==> src/stkt_pkg.sv <==
package stkt_pkg;

    localparam int TABLE_ENTRIES = 16;
    localparam int KEY_CHARS     = 8;
    localparam int KEY_W         = 64;
    localparam int ADDR_W        = $clog2(TABLE_ENTRIES);
    localparam int SLOT_W        = 4;
    localparam int PRINT_N       = (TABLE_ENTRIES < 16) ? TABLE_ENTRIES : 16;

    typedef logic [ADDR_W-1:0] t_addr;
    typedef logic [SLOT_W-1:0] t_slot;
    typedef logic [KEY_W-1:0]  t_key;

    localparam t_addr LAST_ADDR  = t_addr'(TABLE_ENTRIES - 1);
    localparam t_addr PRINT_LAST = t_addr'(PRINT_N - 1);

    localparam logic [2:0] OP_ADD    = 3'd0;
    localparam logic [2:0] OP_SEARCH = 3'd1;
    localparam logic [2:0] OP_REMOVE = 3'd2;
    localparam logic [2:0] OP_SORT   = 3'd3;
    localparam logic [2:0] OP_PRINT  = 3'd4;

    localparam logic [2:0] ST_ADDED    = 3'd0;
    localparam logic [2:0] ST_PRESENT  = 3'd1;
    localparam logic [2:0] ST_FULL     = 3'd2;
    localparam logic [2:0] ST_FOUND    = 3'd3;
    localparam logic [2:0] ST_NOTFOUND = 3'd4;
    localparam logic [2:0] ST_REMOVED  = 3'd5;
    localparam logic [2:0] ST_SORTED   = 3'd6;
    localparam logic [2:0] ST_ENTRY    = 3'd7;

    typedef struct packed {
        logic  rd_en;
        t_addr rd_addr;
        logic  wr_en;
        t_addr wr_addr;
        t_key  wr_data;
    } t_ram_req;

endpackage

==> src/stkt_key_ram.sv <==
module stkt_key_ram (
    input  logic               i_clk,
    input  logic               i_rst_n,
    input  stkt_pkg::t_ram_req i_req,
    output stkt_pkg::t_key     o_rd_data
);

    stkt_pkg::t_key                         mem [stkt_pkg::TABLE_ENTRIES];
    logic [stkt_pkg::TABLE_ENTRIES-1:0]     r_vld;
    stkt_pkg::t_key                         r_rd_data;
    logic                                   r_rd_vld;

    always_ff @(posedge i_clk) begin
        if (i_req.wr_en) begin
            mem[i_req.wr_addr] <= i_req.wr_data;
        end
        if (i_req.rd_en) begin
            r_rd_data <= mem[i_req.rd_addr];
            r_rd_vld  <= r_vld[i_req.rd_addr];
        end
    end

    // A slot never written since reset reads as empty.
    always_ff @(posedge i_clk) begin
        if (!i_rst_n) begin
            r_vld <= '0;
        end else if (i_req.wr_en) begin
            r_vld[i_req.wr_addr] <= 1'b1;
        end
    end

    assign o_rd_data = r_rd_vld ? r_rd_data : '0;

endmodule

==> src/string_key_table.sv <==
// Table of sixteen 64-bit text keys held in a one-read, one-write memory with a
// registered read. Per-slot valid flags cleared by reset make every slot read as
// empty, so there is no clearing pass. One command item is taken at a time;
// the memory read port, walking one slot per cycle, sets the timing. Add,
// search and remove scan all slots and return one result once the last slot has
// been checked. Sort is a selection sort through the same port. Print returns
// sixteen entry items, the last one with tlast set; each slot is read only once
// the item before it has been sent. Op codes 5 to 7 are dropped with no result.
// Output stalls hold the block in its result and print steps.
module string_key_table (
    input  logic        i_clk,
    input  logic        i_rst_n,
    input  logic        s_axis_tvalid,
    output logic        s_axis_tready,
    input  logic [63:0] s_axis_tdata,   // key[63:0]
    input  logic [2:0]  s_axis_tuser,   // op[2:0]
    output logic        m_axis_tvalid,
    input  logic        m_axis_tready,
    output logic [71:0] m_axis_tdata,   // slot[3:0], entry_key[67:4], zero[71:68]
    output logic [2:0]  m_axis_tuser,   // status[2:0]
    output logic        m_axis_tlast
);

    localparam logic [3:0] S_IDLE      = 4'd0;
    localparam logic [3:0] S_SCAN      = 4'd1;
    localparam logic [3:0] S_FINISH    = 4'd2;
    localparam logic [3:0] S_SORT      = 4'd3;
    localparam logic [3:0] S_SORT_WB   = 4'd4;
    localparam logic [3:0] S_SORT_DONE = 4'd5;
    localparam logic [3:0] S_PRINT_RD  = 4'd6;
    localparam logic [3:0] S_PRINT_DAT = 4'd7;
    localparam logic [3:0] S_PRINT_OUT = 4'd8;

    // A key ends at its first zero byte, and only KEY_CHARS characters count.
    function automatic stkt_pkg::t_key f_norm(input stkt_pkg::t_key k);
        logic           alive;
        logic [7:0]     b;
        stkt_pkg::t_key res;
        alive = 1'b1;
        res   = '0;
        for (int i = 0; i < 8; i++) begin
            b = k[63-8*i -: 8];
            if (i >= stkt_pkg::KEY_CHARS || b == 8'h00) begin
                alive = 1'b0;
            end
            if (alive) begin
                res[63-8*i -: 8] = b;
            end
        end
        return res;
    endfunction

    logic [3:0]         r_state, n_state;
    logic [2:0]         r_op, n_op;
    stkt_pkg::t_key     r_key, n_key;
    stkt_pkg::t_addr    r_addr, n_addr;
    logic               r_iss_done, n_iss_done;
    logic               r_rd_pend, n_rd_pend;
    stkt_pkg::t_addr    r_rd_addr, n_rd_addr;
    logic               r_hit, n_hit;
    stkt_pkg::t_addr    r_hit_idx, n_hit_idx;
    logic               r_emp, n_emp;
    stkt_pkg::t_addr    r_emp_idx, n_emp_idx;
    stkt_pkg::t_addr    r_i, n_i;
    stkt_pkg::t_key     r_a, n_a;
    logic               r_first, n_first;
    logic               r_m_valid, n_m_valid;
    logic [2:0]         r_m_status, n_m_status;
    stkt_pkg::t_slot    r_m_slot, n_m_slot;
    stkt_pkg::t_key     r_m_key, n_m_key;
    logic               r_m_last, n_m_last;

    stkt_pkg::t_ram_req ram_req;
    stkt_pkg::t_key     rd_data;
    logic               out_free;

    stkt_key_ram u_ram (
        .i_clk     (i_clk),
        .i_rst_n   (i_rst_n),
        .i_req     (ram_req),
        .o_rd_data (rd_data)
    );

    assign s_axis_tready = (r_state == S_IDLE);
    assign out_free      = !r_m_valid || m_axis_tready;

    always_comb begin
        n_state    = r_state;
        n_op       = r_op;
        n_key      = r_key;
        n_addr     = r_addr;
        n_iss_done = r_iss_done;
        n_rd_pend  = 1'b0;
        n_rd_addr  = r_rd_addr;
        n_hit      = r_hit;
        n_hit_idx  = r_hit_idx;
        n_emp      = r_emp;
        n_emp_idx  = r_emp_idx;
        n_i        = r_i;
        n_a        = r_a;
        n_first    = r_first;
        n_m_valid  = r_m_valid && !m_axis_tready;
        n_m_status = r_m_status;
        n_m_slot   = r_m_slot;
        n_m_key    = r_m_key;
        n_m_last   = r_m_last;

        ram_req         = '0;
        ram_req.rd_addr = r_addr;
        ram_req.wr_addr = r_rd_addr;
        ram_req.wr_data = r_a;

        // Scan and sort stream one read per cycle until the last slot is issued.
        if ((r_state == S_SCAN || r_state == S_SORT) && !r_iss_done) begin
            ram_req.rd_en = 1'b1;
            n_rd_pend     = 1'b1;
            n_rd_addr     = r_addr;
            n_addr        = r_addr + 1'b1;
            if (r_addr == stkt_pkg::LAST_ADDR) begin
                n_iss_done = 1'b1;
            end
        end

        case (r_state)
            S_IDLE: begin
                if (s_axis_tvalid) begin
                    n_op       = s_axis_tuser;
                    n_key      = f_norm(s_axis_tdata);
                    n_addr     = '0;
                    n_iss_done = 1'b0;
                    n_hit      = 1'b0;
                    n_emp      = 1'b0;
                    n_first    = 1'b1;
                    n_i        = '0;
                    case (s_axis_tuser)
                        stkt_pkg::OP_ADD,
                        stkt_pkg::OP_SEARCH,
                        stkt_pkg::OP_REMOVE: n_state = S_SCAN;
                        stkt_pkg::OP_SORT:   n_state = S_SORT;
                        stkt_pkg::OP_PRINT:  n_state = S_PRINT_RD;
                        default:             n_state = S_IDLE;
                    endcase
                end
            end
            S_SCAN: begin
                if (r_rd_pend) begin
                    if (!r_hit && rd_data == r_key) begin
                        n_hit     = 1'b1;
                        n_hit_idx = r_rd_addr;
                    end
                    if (!r_emp && rd_data == '0) begin
                        n_emp     = 1'b1;
                        n_emp_idx = r_rd_addr;
                    end
                    if (r_rd_addr == stkt_pkg::LAST_ADDR) begin
                        n_state = S_FINISH;
                    end
                end
            end
            S_FINISH: begin
                if (out_free) begin
                    n_m_valid  = 1'b1;
                    n_m_last   = 1'b1;
                    n_m_key    = '0;
                    n_m_slot   = '0;
                    n_m_status = stkt_pkg::ST_NOTFOUND;
                    n_state    = S_IDLE;
                    case (r_op)
                        stkt_pkg::OP_ADD: begin
                            if (r_hit) begin
                                n_m_status = stkt_pkg::ST_PRESENT;
                                n_m_slot   = stkt_pkg::t_slot'(r_hit_idx);
                            end else if (r_emp) begin
                                ram_req.wr_en   = 1'b1;
                                ram_req.wr_addr = r_emp_idx;
                                ram_req.wr_data = r_key;
                                n_m_status      = stkt_pkg::ST_ADDED;
                                n_m_slot        = stkt_pkg::t_slot'(r_emp_idx);
                            end else begin
                                n_m_status = stkt_pkg::ST_FULL;
                            end
                        end
                        stkt_pkg::OP_SEARCH: begin
                            if (r_hit) begin
                                n_m_status = stkt_pkg::ST_FOUND;
                                n_m_slot   = stkt_pkg::t_slot'(r_hit_idx);
                            end
                        end
                        stkt_pkg::OP_REMOVE: begin
                            if (r_hit) begin
                                ram_req.wr_en   = 1'b1;
                                ram_req.wr_addr = r_hit_idx;
                                ram_req.wr_data = '0;
                                n_m_status      = stkt_pkg::ST_REMOVED;
                                n_m_slot        = stkt_pkg::t_slot'(r_hit_idx);
                            end
                        end
                        default: begin
                            n_m_status = stkt_pkg::ST_NOTFOUND;
                        end
                    endcase
                end
            end
            S_SORT: begin
                // The first word read is slot i; each later word is swapped
                // with the carried minimum when smaller.
                if (r_rd_pend) begin
                    if (r_first) begin
                        n_a     = rd_data;
                        n_first = 1'b0;
                    end else if (r_a > rd_data) begin
                        ram_req.wr_en   = 1'b1;
                        ram_req.wr_addr = r_rd_addr;
                        ram_req.wr_data = r_a;
                        n_a             = rd_data;
                    end
                    if (r_rd_addr == stkt_pkg::LAST_ADDR) begin
                        n_state = S_SORT_WB;
                    end
                end
            end
            S_SORT_WB: begin
                ram_req.wr_en   = 1'b1;
                ram_req.wr_addr = r_i;
                ram_req.wr_data = r_a;
                if (r_i == stkt_pkg::LAST_ADDR - 1'b1) begin
                    n_state = S_SORT_DONE;
                end else begin
                    n_i        = r_i + 1'b1;
                    n_addr     = r_i + 1'b1;
                    n_first    = 1'b1;
                    n_iss_done = 1'b0;
                    n_state    = S_SORT;
                end
            end
            S_SORT_DONE: begin
                if (out_free) begin
                    n_m_valid  = 1'b1;
                    n_m_last   = 1'b1;
                    n_m_key    = '0;
                    n_m_slot   = '0;
                    n_m_status = stkt_pkg::ST_SORTED;
                    n_state    = S_IDLE;
                end
            end
            S_PRINT_RD: begin
                ram_req.rd_en = 1'b1;
                n_rd_pend     = 1'b1;
                n_state       = S_PRINT_DAT;
            end
            S_PRINT_DAT, S_PRINT_OUT: begin
                if (out_free) begin
                    n_m_valid  = 1'b1;
                    n_m_status = stkt_pkg::ST_ENTRY;
                    n_m_slot   = stkt_pkg::t_slot'(r_addr);
                    n_m_key    = (r_state == S_PRINT_DAT) ? rd_data : r_a;
                    n_m_last   = (r_addr == stkt_pkg::PRINT_LAST);
                    if (r_addr == stkt_pkg::PRINT_LAST) begin
                        n_state = S_IDLE;
                    end else begin
                        n_addr  = r_addr + 1'b1;
                        n_state = S_PRINT_RD;
                    end
                end else if (r_state == S_PRINT_DAT) begin
                    n_a     = rd_data;
                    n_state = S_PRINT_OUT;
                end
            end
            default: begin
                n_state = S_IDLE;
            end
        endcase
    end

    always_ff @(posedge i_clk) begin
        if (!i_rst_n) begin
            r_state   <= S_IDLE;
            r_rd_pend <= 1'b0;
            r_m_valid <= 1'b0;
        end else begin
            r_state   <= n_state;
            r_rd_pend <= n_rd_pend;
            r_m_valid <= n_m_valid;
        end
    end

    always_ff @(posedge i_clk) begin
        r_op       <= n_op;
        r_key      <= n_key;
        r_addr     <= n_addr;
        r_iss_done <= n_iss_done;
        r_rd_addr  <= n_rd_addr;
        r_hit      <= n_hit;
        r_hit_idx  <= n_hit_idx;
        r_emp      <= n_emp;
        r_emp_idx  <= n_emp_idx;
        r_i        <= n_i;
        r_a        <= n_a;
        r_first    <= n_first;
        r_m_status <= n_m_status;
        r_m_slot   <= n_m_slot;
        r_m_key    <= n_m_key;
        r_m_last   <= n_m_last;
    end

    assign m_axis_tvalid = r_m_valid;
    assign m_axis_tuser  = r_m_status;
    assign m_axis_tlast  = r_m_last;
    assign m_axis_tdata  = {4'b0000, r_m_key, r_m_slot};

    // The memory never reads and writes the same slot in one cycle.
    a_no_rw_overlap: assert property (@(posedge i_clk) disable iff (!i_rst_n)
        ram_req.rd_en && ram_req.wr_en |-> ram_req.rd_addr != ram_req.wr_addr)
        else $error("memory read and write hit the same slot");

    // No read is left in flight once the block is ready again.
    a_idle_no_read: assert property (@(posedge i_clk) disable iff (!i_rst_n)
        r_state == S_IDLE |-> !r_rd_pend)
        else $error("read pending while idle");

    // Every result other than a print entry closes its command.
    a_single_last: assert property (@(posedge i_clk) disable iff (!i_rst_n)
        m_axis_tvalid && m_axis_tuser != stkt_pkg::ST_ENTRY |-> m_axis_tlast)
        else $error("single result without tlast");

    // A command with a known op code keeps the block busy in the next cycle.
    a_busy_after_cmd: assert property (@(posedge i_clk) disable iff (!i_rst_n)
        s_axis_tvalid && s_axis_tready &&
        (s_axis_tuser == stkt_pkg::OP_ADD || s_axis_tuser == stkt_pkg::OP_SEARCH ||
         s_axis_tuser == stkt_pkg::OP_REMOVE || s_axis_tuser == stkt_pkg::OP_SORT ||
         s_axis_tuser == stkt_pkg::OP_PRINT) |=> !s_axis_tready)
        else $error("command accepted but block not busy");

endmodule
==> config.mk <==
export PLATFORM = sky130hd
export DESIGN_NAME = string_key_table
export DESIGN_NICKNAME = d
export VERILOG_FILES = /design/src/stkt_pkg.sv /design/src/stkt_key_ram.sv /design/src/string_key_table.sv
export SDC_FILE = /design/constraint.sdc
export NUM_CORES = 2
export LEC_CHECK = 0
export BUFFER_PORTS_ARGS = -buffer_cell sky130_fd_sc_hd__buf_2
export CORE_MARGIN = 1
export CORE_UTILIZATION = 60
export DETAILED_ROUTE_END_ITERATION = 16
export PLACE_DENSITY = 0.77
export SLEW_MARGIN = 20
export SYNTH_ARGS = -nofsm -noshare
export SYNTH_HDL_FRONTEND = slang
export SYNTH_SLANG_ARGS = --single-unit
==> constraint.sdc <==
create_clock -name i_clk -period 18.9 [get_ports i_clk]
set_input_delay 1.89 -clock i_clk [delete_from_list [all_inputs] [get_ports i_clk]]
set_output_delay 1.89 -clock i_clk [all_outputs]
set_load 0.1 [all_outputs]
## Word level (Yosys, flattened, before mapping)

Memory sizes are Yosys's and may differ from the RTL's. A register that Yosys moved wholly into a read port is not among the register bits.
Cells that the tools add are included.

| storage, ports and cells | value |
|---|---|
| register bits after elaboration | 250 |
| latch bits | 0 |
| memory bits (writable) | 1024 |
| ROM bits | 0 |
| word-level logic and storage cells | 224 |
| memories | 1 |

| cells by class | value |
|---|---|
| add/sub/neg operators | 2 |
| multipliers | 0 |
| divide/modulo/power cells | 0 |
| magnitude comparators | 4 |
| eq/ne operators | 33 |
| shifts and indexed selects | 0 |
| muxes and demuxes | 109 |
| bitwise logic cells | 1 |
| reduce and logical (&&, ||, !) cells | 46 |

Memory list:

| name | depth | width | rd ports | clocked after Yosys merged registers in | wr ports | line | source |
|---|---|---|---|---|---|---|---|
| u_ram.mem | 16 | 64 | 1 | 1 | 1 | stkt_key_ram.sv:8 | `stkt_pkg::t_key mem [stkt_pkg::TABLE_ENTRIES];` |

Operator list:

| kind | number |
|---|---|
| $mux 64 | 8 |
| $mux 69 | 7 |
| $pmux 64 s2 | 2 |
| $pmux 69 s3 | 1 |
| $pmux 69 s2 | 1 |
| $mux 4 | 20 |
| $eq 64x64->1 | 1 |
| $gt 64x64->1 | 1 |
| $logic_not 64->1 | 1 |
| $logic_not 8->1 | 8 |
| $mux 1 | 47 |
| $pmux 4 s7 | 1 |
| $pmux 3 s3 | 3 |
| $pmux 4 s3 | 2 |
| $reduce_and 4->1 | 5 |
| $mux 3 | 6 |
| $eq 4x3->1 const B | 4 |
| $eq 4x4->1 const B | 4 |
| $ne 2x2->1 const B | 8 |
| $or 16x16->16 | 1 |
| $pmux 4 s2 | 2 |
| $reduce_and 3->1 | 4 |
| $lt 4x5->1 const B | 2 |
| $ne 2x1->1 const B | 5 |
| 26 further kinds | 51 |

## Longest topological paths before layout

| logic depth | value |
|---|---|
| depth after elaboration | 25 |
| depth in mapped cells | 14 |
| gate-level depth less buffers | 10 |

## By module

From an unflattened synthesis, not the netlist that was laid out.

| second synthesis, totals | value |
|---|---|
| cell total of the unflattened synthesis | 3058 |
| area total of the unflattened synthesis | 54408.4 µm² |

By module, submodules not included:

| module | times used | cells each | area each (µm²) | sequential area each (µm²) |
|---|---|---|---|---|
| stkt_key_ram | 1 | 1762 | 41295.9 | 33021.7 |
| string_key_table | 1 | 1296 | 13112.6 | 6886.6 |

## Least setup slack after synthesis

OpenSTA, ideal clock, no wires.

| timing | value |
|---|---|
| path kind | input port to flip-flop |
| start point | in m_axis_tready |
| end point | mem u_ram.mem[13][0] in the netlist's numbering, enable pin |
| setup time | 666 ps |
| arrival | 9821 ps |
| required time | 18234 ps |
| setup slack | 8413 ps |
| stages on the path | 6 |
| cells stage by stage | nand2b_1 > nand4_2 > o21a_2 > a221oi_1 > and2b_1 > nor4b_1 |

| on the way | value |
|---|---|
| word-level cells in the longest chain between the ends | 5 |

RTL lines:

| what | line | source |
|---|---|---|
| start: declaration | string_key_table.sv:18 | `input logic m_axis_tready,` |
| $logic_or 1x1->1 * | string_key_table.sv:85 | `assign out_free = !r_m_valid \|\| m_axis_tready;` |
| $mux 69 * | string_key_table.sv:161 | `if (out_free) begin` |
| $pmux 69 s3 * | string_key_table.sv:124 | `case (r_state)` |
| $mux 1 | stkt_key_ram.sv:14 | `if (i_req.wr_en) begin` |
| $mux 1 (implied by the code) | stkt_key_ram.sv:15 | `mem[i_req.wr_addr] <= i_req.wr_data;` |
| end: declaration | stkt_key_ram.sv:8 |  |

Every way passes the cells marked *; elsewhere a longest branch is shown, timed or not.

## Final worst setup path

| timing | value |
|---|---|
| start point | reg u_ram.r_rd_vld |
| end point | mem u_ram.mem[12][7] in the netlist's numbering, enable pin |

| on the way | value |
|---|---|
| word-level cells in the longest chain between the ends | 8 |

RTL lines:

| what | line | source |
|---|---|---|
| start: declaration | stkt_key_ram.sv:11 | `logic r_rd_vld;` |
| start signal: assignment | stkt_key_ram.sv:19 | `r_rd_vld <= r_vld[i_req.rd_addr];` |
| $mux 64 | stkt_key_ram.sv:32 | `assign o_rd_data = r_rd_vld ? r_rd_data : '0;` |
| $gt 64x64->1 | string_key_table.sv:211 | `end else if (r_a > rd_data) begin` |
| $mux 69 | string_key_table.sv:211 |  |
| $mux 69 | string_key_table.sv:208 | `if (r_first) begin` |
| $mux 69 | string_key_table.sv:207 | `if (r_rd_pend) begin` |
| $pmux 69 s3 | string_key_table.sv:124 |  |
| $mux 1 | stkt_key_ram.sv:14 |  |
| $mux 1 (implied by the code) | stkt_key_ram.sv:15 |  |

Every way passes these cells.

==> results.ini <==
[job]
cap_viol_max_count=0

[synth]
synth_edf_count=1311
syn-cell-area_um2=55000
synth-seq-cells=1338
yosysSeqAreaShare_pct=72.6
avgSynthCellArea_um2=16.6
yosysWarnings=0
ys.flop_type=edfxtp_1
syn_inst=3321
yosysUniqueCellTypes=82
synth_async_sr_flop_share_pct=0

[finish]
fin_nets=3607
final_core_util_pct=67.7
most-common-layout-cells=edfxtp_1, nand2_1, o21ai_0
drive_gt1_share_pct=18.1
design_area_um2=61200
final_common_cell=edfxtp_1
syn_to_final_growth_pct=11.3

[global_routing]
antenna_found_initial=2
grt_pass1_vias=31700
grt_pass1_wl_um=213000
grt.total_usage_pct=31.6
grt.overflow.total=0
grt_max_degree=128

[hold_path]
hold_class=reg2reg
whs_path_depth=2

[route]
drc=0
ant_nets=0
num_vias=32500
met1_length_um=57700
dr.pass1.iters=6
routed-wl-met2_um=68900
wirelength_um=146000
wl_per_cell_um=30.8
drtIter0Drc=4251
routed-wl-met3_um=15000
vias_per_cell=6.83
routed.top_layer=met4

[clock_tree]
clockRootBuffer=clkbuf_16
cts_resized=0
clock_latency_ps=760
clockBufferDepth=3
cts_setup_buffers=0
cts_sinks=1338
cts_tree=done
numCtsBuffers=134
cts_hold_buf=0
clk_pin_slew_ps=60
htreeDepth=4

[timing]
finalSetupTns_ps=0
period_share_pct=32.0
timing.final.ws_setup_ps=12860
max_slew_margin_pct=21.8
slew_violations=0
setup_viol=0
skew_ps=37.8
fmax_mhz=165
finalWorstPathRequiredPeriod_ps=6040
rsz0062_at_grt=false
whs_ps=457
final_hold_viol_count=0
tightest_slew_ps=1170

[critical_path]
crit_top_cell=buf_4
worstPathCellList=buf_4 > buf_4 > nand2_1 > ha_1 > nand4_1 > nor4_2 > and3_2 > o41a_1 > a2111o_1 > a31oi_4 > buf_4 > nor2_4 > buf_4
critical-path-max-stage-delay_ps=830
worst_path_max_delay_cell=buf_4
end_kind=flop
critPathKind=reg2reg
cp.required_ps=19270
cp_data_arrival_time_ps=6420
worstPathMaxFanout=59
r2r_cells=13
worstSetupStartpointType=flop

[placed_design]
dpl-instance-area_um2=57000
dp_hpwl_um=91500
dp_slack_ps=12860
routabilityCongestion=1.02
port_buffers=144

[pwr]
p_sw_share_pct=27.6
cellPowerDensity_nw_per_um2=119
seqPwrFrac_pct=47.9
p_leak_nw=19.8
p_comb_share_pct=17.3
peakVddDrop_uv=109
power.switching_mw=2.01
intPower_mw=5.28
power_frac_clock_pct=34.8

[floorplan]
die_h_um=305
die_w_um=305
initial_utilization_pct=60.8
ios=149
row_count=110
die_area_um2=92900
core_region_area_um2=90400

[outcome]
status=finished clean

[state kept, by name, indices dropped and copies added, names as in the netlist, 3 cells and up]
| name | count |
|---|---|
| r_op | 3 |
| r_addr | 4 |
| r_state | 4 |
| u_ram.mem | 1024 |
| r_m_slot | 4 |
| u_ram.r_vld | 16 |
| r_a | 64 |
| r_emp_idx | 4 |
| r_rd_addr | 4 |
| r_i | 4 |
| r_hit_idx | 4 |
| r_key | 64 |
| r_m_key | 64 |
| u_ram.r_rd_data | 64 |
| m_axis_tuser | 3 |
[stage by stage]
step / power (mW) / instances
after global placement: 4.77 / 4509
after global routing: 7.50 / 4748
after CTS: 7.31 / 4748
final: 7.29 / 4751
after floorplan: 4.44 / 3324
after detailed placement: 4.80 / 4509
[layout make-up]
| type | instances | area, um^2 |
|---|---|---|
| multi-input cells | 1771 | 14400 |
| diodes | 3 | 7.51 |
| inverters | 25 | 93.8 |
| clock inverters | 76 | 668 |
| repair buffers | 199 | 1150 |
| well taps | 1176 | 1470 |
| clock buffers | 163 | 3510 |
| flip-flops and latches | 1338 | 39900 |
| fillers | 5766 | 29200 |
[worst max-delay path: cells and delay by family, from the launching register on]
| family | cells | cell delay (ps) |
|---|---|---|
| compound gates | 3 | 590 |
| fa+ha+maj | 1 | 400 |
| buf+inv | 4 | 2110 |
| flops | 1 | 330 |
| simple gates | 5 | 2140 |
[Yosys cell counts (all sizes together), types with 25 or more instances]
cell type	count	area share [%]
o21bai	29	0.40
nand2	273	1.9
and2	47	0.53
mux4	130	5.3
xor2	26	0.41
nand3	36	0.33
o21ai	276	2.6
mux2	68	1.4
a21oi	112	1.0
edfxtp	1311	72
nand4	32	0.38
clkbuf	128	0.87
nor2	57	0.40
a22oi	79	1.1
a22o	65	1.0
a221oi	72	1.2
mux2i	196	3.6
dfxtp	27	0.98
buf	62	0.60
ha	67	1.5
inv	25	0.17
[metal layers]
| metal | global-route usage [%] | up-vias |
|---|---|---|
| li1 | - | 13600 |
| met1 | 44.9 | 16400 |
| met2 | 49.4 | 2092 |
| met3 | 6.34 | 294 |
| met4 | 11.1 | 0 |
| met5 | 0 | - |
[power by group through the flow]
| stage | clock network [mW] | registers, mW | logic, mW |
|---|---|---|---|
| after floorplan | 0 | 3.55 | 0.897 |
| after global placement | 0 | 3.54 | 1.23 |
| after detailed placement | 0 | 3.54 | 1.25 |
| after CTS | 2.56 | 3.48 | 1.26 |
| after global routing | 2.67 | 3.49 | 1.34 |
| final | 2.54 | 3.49 | 1.26 |
[final timing paths]
check,startpoint,to,slack [ps]
min,u_ram.r_vld[8]$_SDFFE_PN0P_,u_ram.r_vld[8]$_SDFFE_PN0P_,460
max,u_ram.r_rd_vld$_DFFE_PP_,u_ram.mem[12][7]$_DFFE_PP_,12860
min reg2reg,u_ram.r_vld[8]$_SDFFE_PN0P_,u_ram.r_vld[8]$_SDFFE_PN0P_,460
max reg2reg,u_ram.r_rd_vld$_DFFE_PP_,u_ram.mem[12][7]$_DFFE_PP_,12860
[logic make-up after synthesis]
family	count (synthesis)	synth area share, %
xor gates and xnor gates	29	0.462
and+or+nand+nor	564	4.95
adders and majority gates	67	1.52
buffers and inverters	215	1.64
other	1	0.00682
DFF	1338	72.6
muxes	394	10.3
AOI/OAI and AO/OA	713	8.57
No activity file was read; power rests on OpenSTA's default activity.
